## src/hdl/amdf_pkg.sv

```systemverilog
// Package for the average magnitude difference block.
// Holds the shared widths and the control struct between the top level and the lag cells.
// Depends on nothing.
`timescale 1ns / 1ps

package amdf_pkg;

    localparam int SAMPLE_W = 16;
    localparam int DIFF_W   = 16;
    localparam int ACC_W    = 22;
    localparam int LAG_W    = 6;
    localparam int LEN_W    = 7;

    typedef struct packed {
        logic load;
        logic drain;
        logic clear;
    } cell_ctrl_t;

endpackage

```

## src/hdl/amdf_cell.sv

```systemverilog
// One lag cell of the difference array: holds a delayed sample and its lag's running sum.
// Depends on amdf_pkg.
`timescale 1ns / 1ps

module amdf_cell (
    input  logic                                clk,
    input  logic                                rst_n,
    input  amdf_pkg::cell_ctrl_t                ctrl,
    input  logic signed [amdf_pkg::SAMPLE_W-1:0] sample_in,
    input  logic signed [amdf_pkg::SAMPLE_W-1:0] tap_in,
    input  logic                                tap_valid_in,
    input  logic        [amdf_pkg::ACC_W-1:0]    acc_in,
    output logic signed [amdf_pkg::SAMPLE_W-1:0] tap_out,
    output logic                                tap_valid_out,
    output logic        [amdf_pkg::ACC_W-1:0]    acc_out
);
    import amdf_pkg::*;

    logic signed [SAMPLE_W-1:0] tap_reg;
    logic                       tv_reg;
    logic                       tv_next;
    logic        [ACC_W-1:0]    acc_reg;
    logic        [ACC_W-1:0]    acc_next;
    logic signed [SAMPLE_W:0]   diff;
    logic        [DIFF_W-1:0]   mag;

    always_comb
    begin
        diff = {sample_in[SAMPLE_W-1], sample_in} - {tap_in[SAMPLE_W-1], tap_in};
        if (diff[SAMPLE_W])
        begin
            mag = DIFF_W'(-diff);
        end
        else
        begin
            mag = DIFF_W'(diff);
        end
    end

    always_comb
    begin
        tv_next  = tv_reg;
        acc_next = acc_reg;
        if (ctrl.clear)
        begin
            tv_next  = 1'b0;
            acc_next = '0;
        end
        else if (ctrl.load)
        begin
            tv_next = tap_valid_in;
            if (tap_valid_in)
            begin
                acc_next = acc_reg + ACC_W'(mag);
            end
        end
        else if (ctrl.drain)
        begin
            acc_next = acc_in;
        end
    end

    always_ff @(posedge clk or negedge rst_n)
    begin
        if (!rst_n)
        begin
            tv_reg  <= 1'b0;
            acc_reg <= '0;
        end
        else
        begin
            tv_reg  <= tv_next;
            acc_reg <= acc_next;
        end
    end

    always_ff @(posedge clk)
    begin
        if (ctrl.load)
        begin
            tap_reg <= tap_in;
        end
    end

    assign tap_out       = tap_reg;
    assign tap_valid_out = tv_reg;
    assign acc_out       = acc_reg;

endmodule

```

## config.mk

```make
export PLATFORM = sky130hd
export DESIGN_NAME = amdf_cell
export DESIGN_NICKNAME = d
export VERILOG_FILES = /design/src/hdl/amdf_pkg.sv /design/src/hdl/amdf_cell.sv
export SDC_FILE = /design/constraint.sdc
export NUM_CORES = 1
export LEC_CHECK = 0
export ABC_AREA = 1
export BUFFER_PORTS_ARGS = -buffer_cell sky130_fd_sc_hd__buf_2
export CORE_UTILIZATION = 26
export CTS_CLUSTER_DIAMETER = 200
export DETAILED_ROUTE_END_ITERATION = 12
export SLEW_MARGIN = 10
export SYNTH_ARGS = -nofsm -noshare
export SYNTH_HDL_FRONTEND = slang
export SYNTH_SLANG_ARGS = --single-unit
```

## constraint.sdc

```tcl
create_clock -name clk -period 2.1 [get_ports clk]
set_clock_uncertainty 0.2 [all_clocks]
set_input_delay 0.105 -clock clk [delete_from_list [all_inputs] [get_ports clk]]
set_output_delay 0.105 -clock clk [all_outputs]
set_load 0.05 [all_outputs]
```

### After elaboration in Yosys (flattened, before gate mapping)

Cells that the tools add are included.

| cells by class | value |
|---|---|
| add/subtract/negate cells | 3 |
| reduce and logical (&&, ||, !) cells | 3 |
| muxes and demuxes | 7 |
| equality and inequality tests | 1 |

Operators by type and width:

| cell | count |
|---|---|
| $mux W22 | 4 |
| $add A22 B16 Y22 | 1 |
| $sub A16 B16 Y17 | 1 |
| $mux W16 | 1 |
| $neg A16 Y16 | 1 |
| $ne A3 B2 Y1 const B | 1 |
| $reduce_bool A3 Y1 | 1 |
| $mux W1 | 2 |
| $reduce_and A2 Y1 | 1 |
| $reduce_bool A2 Y1 | 1 |

| word-level totals | value |
|---|---|
| word-level logic and storage cells | 17 |
| output and inout port bits | 39 |
| input port bits | 60 |
| flip-flop bits (word level) | 39 |

### Logic depth before layout (Yosys ltp)

Gate-level depths: netlist of run 1.

| depth | value |
|---|---|
| depth in word-level cells | 7 |
| depth in mapped cells | 29 |
| depth with buffers taken out | 28 |

### Worst setup path before layout of run 1

OpenSTA, ideal clock, no wires.

| timing path | value |
|---|---|
| kind | input port to flip-flop |
| start point | input sample_in[0] in the netlist's numbering |
| end point | register acc_reg[10] (netlist: acc_out[10]) |
| setup time | 0.122 ns |
| stages on the path | 24 |
| data arrival time | 3.149 ns |
| data required time | 1.778 ns |
| buffers on the path | 1 |
| setup slack | -1.371 ns |
| cell sequence | inv_1 ha_1 fa_1 inv_1 nand3_1 nand2_2 nand2_2 nand2_2 nand3_2 nand2_1 nand2_2 nand2_4 inv_4 buf_6 o21ai_0 fa_1 nand2_1 nand2_1 o21ai_0 o21ai_0 a21oi_1 or2_2 nand3_1 a21oi_1 |

| between the ends | value |
|---|---|
| word-level cells in the longest chain between the ends | 7 |

RTL lines:

| what | RTL line | source |
|---|---|---|
| start, declared | amdf_cell.sv:9 | `input logic signed [amdf_pkg::SAMPLE_W-1:0] sample_in,` |
| $sub A16 B16 Y17 * | amdf_cell.sv:29 | `diff = {sample_in[SAMPLE_W-1], sample_in} - {tap_in[SAMPLE_W-1], tap_in};` |
| $neg A16 Y16 | amdf_cell.sv:32 | `mag = DIFF_W'(-diff);` |
| $mux W16 * | amdf_cell.sv:30 | `if (diff[SAMPLE_W])` |
| $add A22 B16 Y22 * | amdf_cell.sv:54 | `acc_next = acc_reg + ACC_W'(mag);` |
| $mux W22 * | amdf_cell.sv:52 | `if (tap_valid_in)` |
| $mux W22 * | amdf_cell.sv:49 | `else if (ctrl.load)` |
| $mux W22 * | amdf_cell.sv:44 | `if (ctrl.clear)` |
| end signal, assigned | amdf_cell.sv:73 | `acc_reg <= acc_next;` |
| end, declared | amdf_cell.sv:22 | `logic [ACC_W-1:0] acc_reg;` |

Mark *: on every way between the ends. The rest lies on a longest branch, timed or not. The select of a mux whose other input is x is not followed.
A chain may end at the register's enable or synchronous reset.

### Worst setup path in the final report of run 1

| timing path | value |
|---|---|
| start point | input sample_in[0] in the netlist's numbering |
| end point | register acc_reg[16] (netlist: acc_out[16]) |

The elaborated chain is that of the path after synthesis.

==> results_dict.tcl, run 1 <==
set metrics [dict create \
    status "finished, violations left" \
    p_switching_mw 3.350 \
    start_util_pct 26.51 \
    leakagePower_nw 3.748 \
    fin_area_um2 7502 \
    path_class "in2reg" \
    htreeDepth 2 \
    worstPathRequired_ns 2.13 \
    synthCells 669 \
    dominantRegCellSynth "dfrtp_1" \
    detailed_place_hpwl_mm 10.88 \
    clk_transition_reported_paths_ns 0.06 \
    gr-usage-met2_pct 29.41 \
    synth_top_area_cell "nand2_1" \
    wirelength_mm 14.59 \
    gr-total-overflow 0 \
    cts_buffer_depth 2 \
    drive_above_1_share_pct 45.42 \
    swShare_pct 47.50 \
    fmax_mhz 314.1 \
    die_w_um 129.0 \
    wl_per_cell_um 12.65 \
    pin_count 99 \
    clock_sinks 39 \
    hold_violations 1 \
    antenna_found_initial 0 \
    cts_tree "built" \
    worst_pin_slew_ns 0.5781 \
    yosysTopAreaCellShare_pct 16.01 \
    fin_crit_ns 3.184 \
    hold_ws_ns -0.1510 \
    num_vias 5198 \
    io_buffer_count 98 \
    syn_area_per_cell_um2 6.273 \
    power_mw 7.053 \
    ys_top_cells_by_area "nand2_1 (16%), dfrtp_1 (14%), edfxtp_1 (11%)" \
    fin_cells 1154 \
    slowest_stage "fa_2" \
    synthMostInstantiatedCell "nand2_1" \
    pwr-share-seq_pct 15.1 \
    p_comb_share_pct 71.5 \
    timing.final.ws_setup_ns -1.084 \
    grt_setup_unrepaired "yes" \
    critPathTopFamily "adder cells" \
    clk_latency_ns 0.30 \
    syn_to_final_growth_pct 78.77 \
    grt_max_degree 27 \
    syn-cell-area_um2 4197 \
    grtUsageMet3_pct 2.973 \
    internal_power_mw 3.703 \
    netlist_top_cells_count "nand2_1 (179), inv_1 (97), a21oi_1 (77), nor2_1 (76), nand3_1 (55)" \
    fp.dieH_um 129.0 \
    grt_pass1_wl_mm 22.82 \
    critPathCaptureType "flip-flop" \
    core_um2 15830 \
    maxCapViolations 0 \
    irDropWorstVdd_uv 521.6 \
    synthArstFlopShare_pct 58.97 \
    drc_errors 0 \
    diodes 0 \
    cts_hold_buf 39 \
    gp_congestion 0.9220 \
    grt_pass1_vias 4929 \
    grt_util_met1_pct 22.48 \
    hold_class "in2reg" \
    crit_buf_inv 5 \
    dp_slack_ns -1.504 \
    first_iter_violations 194 \
    cp.arrival_ns 3.21 \
    grt.busiest_layer "met2" \
    vias_per_cell 4.504 \
    firstDrtPassIters 4 \
    cts-root-buf "clkbuf_16" \
    slowest_delay_ns 0.57 \
    startpoint_type "input port" \
    ant_nets 0 \
    ys_ff_latch 39 \
    synth_nets 766 \
    dieArea_um2 16650 \
    finalCritPeriodShare_pct 151.6 \
    yosysWarnings 0 \
    synthDistinctLibCells 35 \
    clockPowerShare_pct 13.4 \
    maxSlewViolCount 0 \
    violations "hold timing, setup timing" \
    dp.cells 1084 \
    setup_viol 21 \
    dpl_cell_area_um2 5992 \
    yosysSeqAreaShare_pct 25.16 \
    num_rows 46 \
    numCtsBuffers 5 \
    synth_edf_count 16 \
    power_density_nw_per_um2 940.1 \
    final_net_count 1034 \
    critical_path_peak_fanout 5 \
    track_usage_pct 17.50 \
    slew_headroom_pct 61.42 \
]
-- what timing repair did --
action	CTS	global route
setup endpoints to repair	21	21
resized for setup	60	125
buffers inserted	6	17
endpoints found under the hold margin	62	1
pin swaps	34	46
-- cell usage in the layout, fill, tap and decap left out, types with 20 or more instances in the layout --
| cell type | count |
|---|---|
| a21oi_1 | 52 |
| buf_2 | 96 |
| buf_4 | 127 |
| dfrtp_1 | 23 |
| dlygate4sd3_1 | 39 |
| ha_4 | 20 |
| inv_1 | 87 |
| nand2_1 | 139 |
| nand2_2 | 40 |
| nand3_1 | 38 |
| nor2_1 | 53 |
-- worst reg2reg max path, cell delays in order (launching register included) --
cell and delay (ns):
dfrtp_1 0.38, ha_1 0.24, fa_2 0.36, nand2_1 0.06, nand2_1 0.06, o21ai_2 0.10, inv_1 0.08, nand2_1 0.07
nand2_2 0.08, nand2_1 0.07, nand2_1 0.09, a21oi_1 0.14, o21ai_1 0.09, a21oi_1 0.12
-- path summary, 6_finish.rpt --
kind,from,endpoint,slack [ns],cells after the start
worst max-delay path,sample_in[0],acc_out[16],-1.08,25
worst min-delay path,tap_in[1],tap_out[1],-0.15,1
worst max register to register,acc_out[0],acc_out[12],-0.12,13
worst min register to register,tap_valid_out,tap_valid_out,0.29,2
max in group asynchronous,rst_n,acc_out[2],1.20,2
min in group asynchronous,rst_n,acc_out[10],0.13,2
-- final cells by class --
type	count	area, um2
fillers	1582	8325
clock buffers	8	178.9
flip-flops and latches	39	1056
multi-input cells	518	3664
well taps	216	270.3
repair buffers	270	1927
inverters	103	406.6
-- registers in the layout, indices dropped and copies added (netlist names) --
signal         count
acc_out           22
tap_out           16
tap_valid_out      1
-- kinds of logic (layout without fill, tap and decap cells) --
| logic type | Yosys count | count (layout) | synth area share [%] |
|---|---|---|---|
| buffers and inverters | 112 | 381 | 10.35 |
| flip-flops | 39 | 39 | 25.16 |
| adder cells (fa/ha/maj) | 37 | 37 | 11.39 |
| XOR/XNOR | 12 | 12 | 2.683 |
| AO/OA/AOI/OAI | 118 | 118 | 14.67 |
| AND/OR/NAND/NOR | 351 | 351 | 35.75 |
-- stage by stage --
stage          hold WS (ns)  TNS [ns]  util, %
2_1_floorplan       -0.3906    -18.13        -
3_3_place_gp       -0.06550    -27.27    37.86
3_5_place_dp       -0.06345    -27.98    37.86
5_1_grt             -0.1383    -23.99    47.40
6_report            -0.1510    -19.69    47.40
4_1_cts             -0.1490    -18.47    43.05
-- power groups by stage --
stage                     registers [mW]  logic (mW)  clock network [mW]
after global placement              1.06        3.67                   0
after CTS                           1.05        4.17               0.977
final                               1.07        5.04               0.943
after detailed placement            1.06        3.68                   0
after floorplan                     1.45        1.99                   0
after global routing                1.08        5.44               0.998
-- per-layer routing --
layer  part of all wire (%)  vias up
li1                       -     2717
met1                     46     2361
met2                     47      100
met3                    4.1       20
met4                    2.5        0
met5                      0        -
Note: power is estimated with default switching activity, not from simulation.
==> inputs of run 2 (changes only) <==
--- a/config.mk
+++ b/config.mk
@@ -7,7 +7,8 @@
 export LEC_CHECK = 0
 export ABC_AREA = 1
 export BUFFER_PORTS_ARGS = -buffer_cell sky130_fd_sc_hd__buf_2
-export CORE_UTILIZATION = 26
+export CORE_UTILIZATION = 34
+export CTS_BUF_LIST = sky130_fd_sc_hd__clkbuf_16
 export CTS_CLUSTER_DIAMETER = 200
 export DETAILED_ROUTE_END_ITERATION = 12
 export SLEW_MARGIN = 10
==> results_dict.tcl, run 2 (same netlist as run 1, synthesis figures left out) <==
set metrics [dict create \
    status "finished, violations left" \
    violations "setup timing" \
    r2r_end "acc_out[16]" \
    nFillCells 1135 \
    wl_per_cell_um 13.77 \
    multi_input_area_um2 3687 \
    dpl_cell_area_um2 5816 \
    maxCapViolations 0 \
    fin_crit_ns 3.294 \
    fin_area_um2 7378 \
    reg2reg_setup_slack_ns -0.10 \
    num_vias 5272 \
    cts_buffer_depth 2 \
    htreeDepth 2 \
    grt.busiest_layer "met2" \
    worst_pin_slew_ns 0.5606 \
    syn_to_final_growth_pct 75.82 \
    critical_path_peak_fanout 5 \
    seq_area_um2 1056 \
    io_buffer_count 98 \
    clk_transition_reported_paths_ns 0.06 \
    dp_slack_ns -1.686 \
    track_usage_pct 23.72 \
    die_w_um 113.1 \
    slowest_stage "fa_2" \
    hold_violations 0 \
    worstReg2RegStart "acc_out[0]" \
    clock_sinks 39 \
    ant_nets 0 \
    final_cell_mix "nand2_1 (137), buf_4 (110), buf_2 (96)" \
    critPathMostFrequentCell "nand3_1" \
    first_iter_violations 196 \
    dieArea_um2 12790 \
    final_net_count 1026 \
    largest_reg_flops 22 \
    detailed_place_hpwl_mm 11.06 \
    finalCritPeriodShare_pct 156.8 \
    power_density_nw_per_um2 958.4 \
    slew_headroom_pct 62.63 \
    drc_errors 0 \
    start_util_pct 34.94 \
    clk_latency_ns 0.30 \
    irDropWorstVdd_uv 763.5 \
    grt_max_degree 27 \
    slowest_delay_ns 0.39 \
    grt_pass1_vias 5214 \
    worstPathRequired_ns 2.13 \
    setup_viol 21 \
    leakagePower_nw 3.675 \
    grtUsageMet3_pct 3.535 \
    vias_per_cell 4.900 \
    power_mw 7.071 \
    utilization_pct 61.43 \
    layout_commonest_cell "nand2_1" \
    wirelength_mm 14.82 \
    startpoint "sample_in[0]" \
    gp_congestion 0.8716 \
    timing.final.ws_setup_ns -1.194 \
    cp-endpoint "acc_out[18]" \
    cp.arrival_ns 3.32 \
    diodes 0 \
    gr-total-overflow 0 \
    reg2reg_depth 13 \
    cts-root-buf "clkbuf_16" \
    critPathCaptureType "flip-flop" \
    cts_tree "built" \
    num_rows 40 \
    gr-usage-met2_pct 39.55 \
    dp.cells 1003 \
    drive_above_1_share_pct 43.60 \
    fp.dieH_um 113.1 \
    firstDrtPassIters 5 \
    grt_pass1_wl_mm 24.29 \
    pin_count 99 \
    antenna_found_initial 0 \
    grt_util_met1_pct 31.37 \
    fin_cells 1076 \
    numCtsBuffers 5 \
    hold_class "in2reg" \
    fmax_mhz 303.6 \
    path_class "in2reg" \
    core_um2 12010 \
    maxSlewViolCount 0 \
    startpoint_type "input port" \
    grt_setup_unrepaired "yes" \
]
-- run 2: cell types whose count changed in the layout (fill, tap and decap cells not counted), moves of 3 or more --
cell     before  now
buf_4       127  110
nor2_2       16   11
o21ai_4       4    7
o21ai_2      10    4
a21oi_2      18   11
nor2_4        9   14
ha_4         20   17
buf_6         6   12
a21oi_1      52   58
-- run 2: worst min-delay path by stage --
stage | start | to | cells after the start
floorplan | rst_n | acc_out[0] | 0
global route | ctrl[0] | acc_out[4] | 5
global placement | rst_n | acc_out[14] | 1
finish | ctrl[0] | acc_out[4] | 5
CTS | ctrl[0] | acc_out[4] | 5
detailed placement | rst_n | acc_out[14] | 1
-- run 2: what timing repair did --
item                                   in CTS  in global routing
hold buffers                               40                  0
gates resized for setup                   119                 78
endpoints found under the hold margin      62                  0
setup endpoints to repair                  21                 21
pin swaps                                  52                 53
setup buffers                              10                 16
gates cloned                                1                  0
-- run 2: report_power, final --
part | total (mW) | switching [mW] | internal, mW | leakage, nW
clock network | 0.780 | 0.350 | 0.430 | 0.0698
logic | 5.24 | 2.98 | 2.25 | 3.16
registers | 1.06 | 0.141 | 0.914 | 0.444
-- run 2: routing by layer --
layer  up-vias  routed length, um
li1       2694                  -
met3        23                499
met2       116               6916
met5         -                  0
met4         0                361
met1      2439               7044
-- run 2: metrics by stage --
step           setup TNS [ns]  hold slack, ns
2_1_floorplan          -18.13         -0.3906
3_3_place_gp           -28.31        -0.06935
3_5_place_dp           -29.81        -0.06484
4_1_cts                -19.44         0.09020
5_1_grt                -25.38         0.08589
6_report               -21.60         0.07567
-- run 2: critical path, delay by kind of cell --
kind | cells | cell delay, ns
adder cells (fa/ha/maj) | 3 | 0.81
AND/OR/NAND/NOR | 12 | 1.00
XOR/XNOR | 1 | 0.23
buffers and inverters | 6 | 0.58
AO/OA/AOI/OAI | 4 | 0.60
-- run 2: layout make-up --
| class | count | share of cell area, % |
|---|---|---|
| repair buffers | 261 | 25.71 |
| clock buffers | 5 | 1.696 |
| well taps | 147 | 2.493 |
| clock inverters | 2 | 0.1187 |
| flip-flops and latches | 39 | 14.31 |
| repair inverters | 1 | 0.2205 |
| inverters | 103 | 5.477 |
| multi-input cells | 518 | 49.97 |
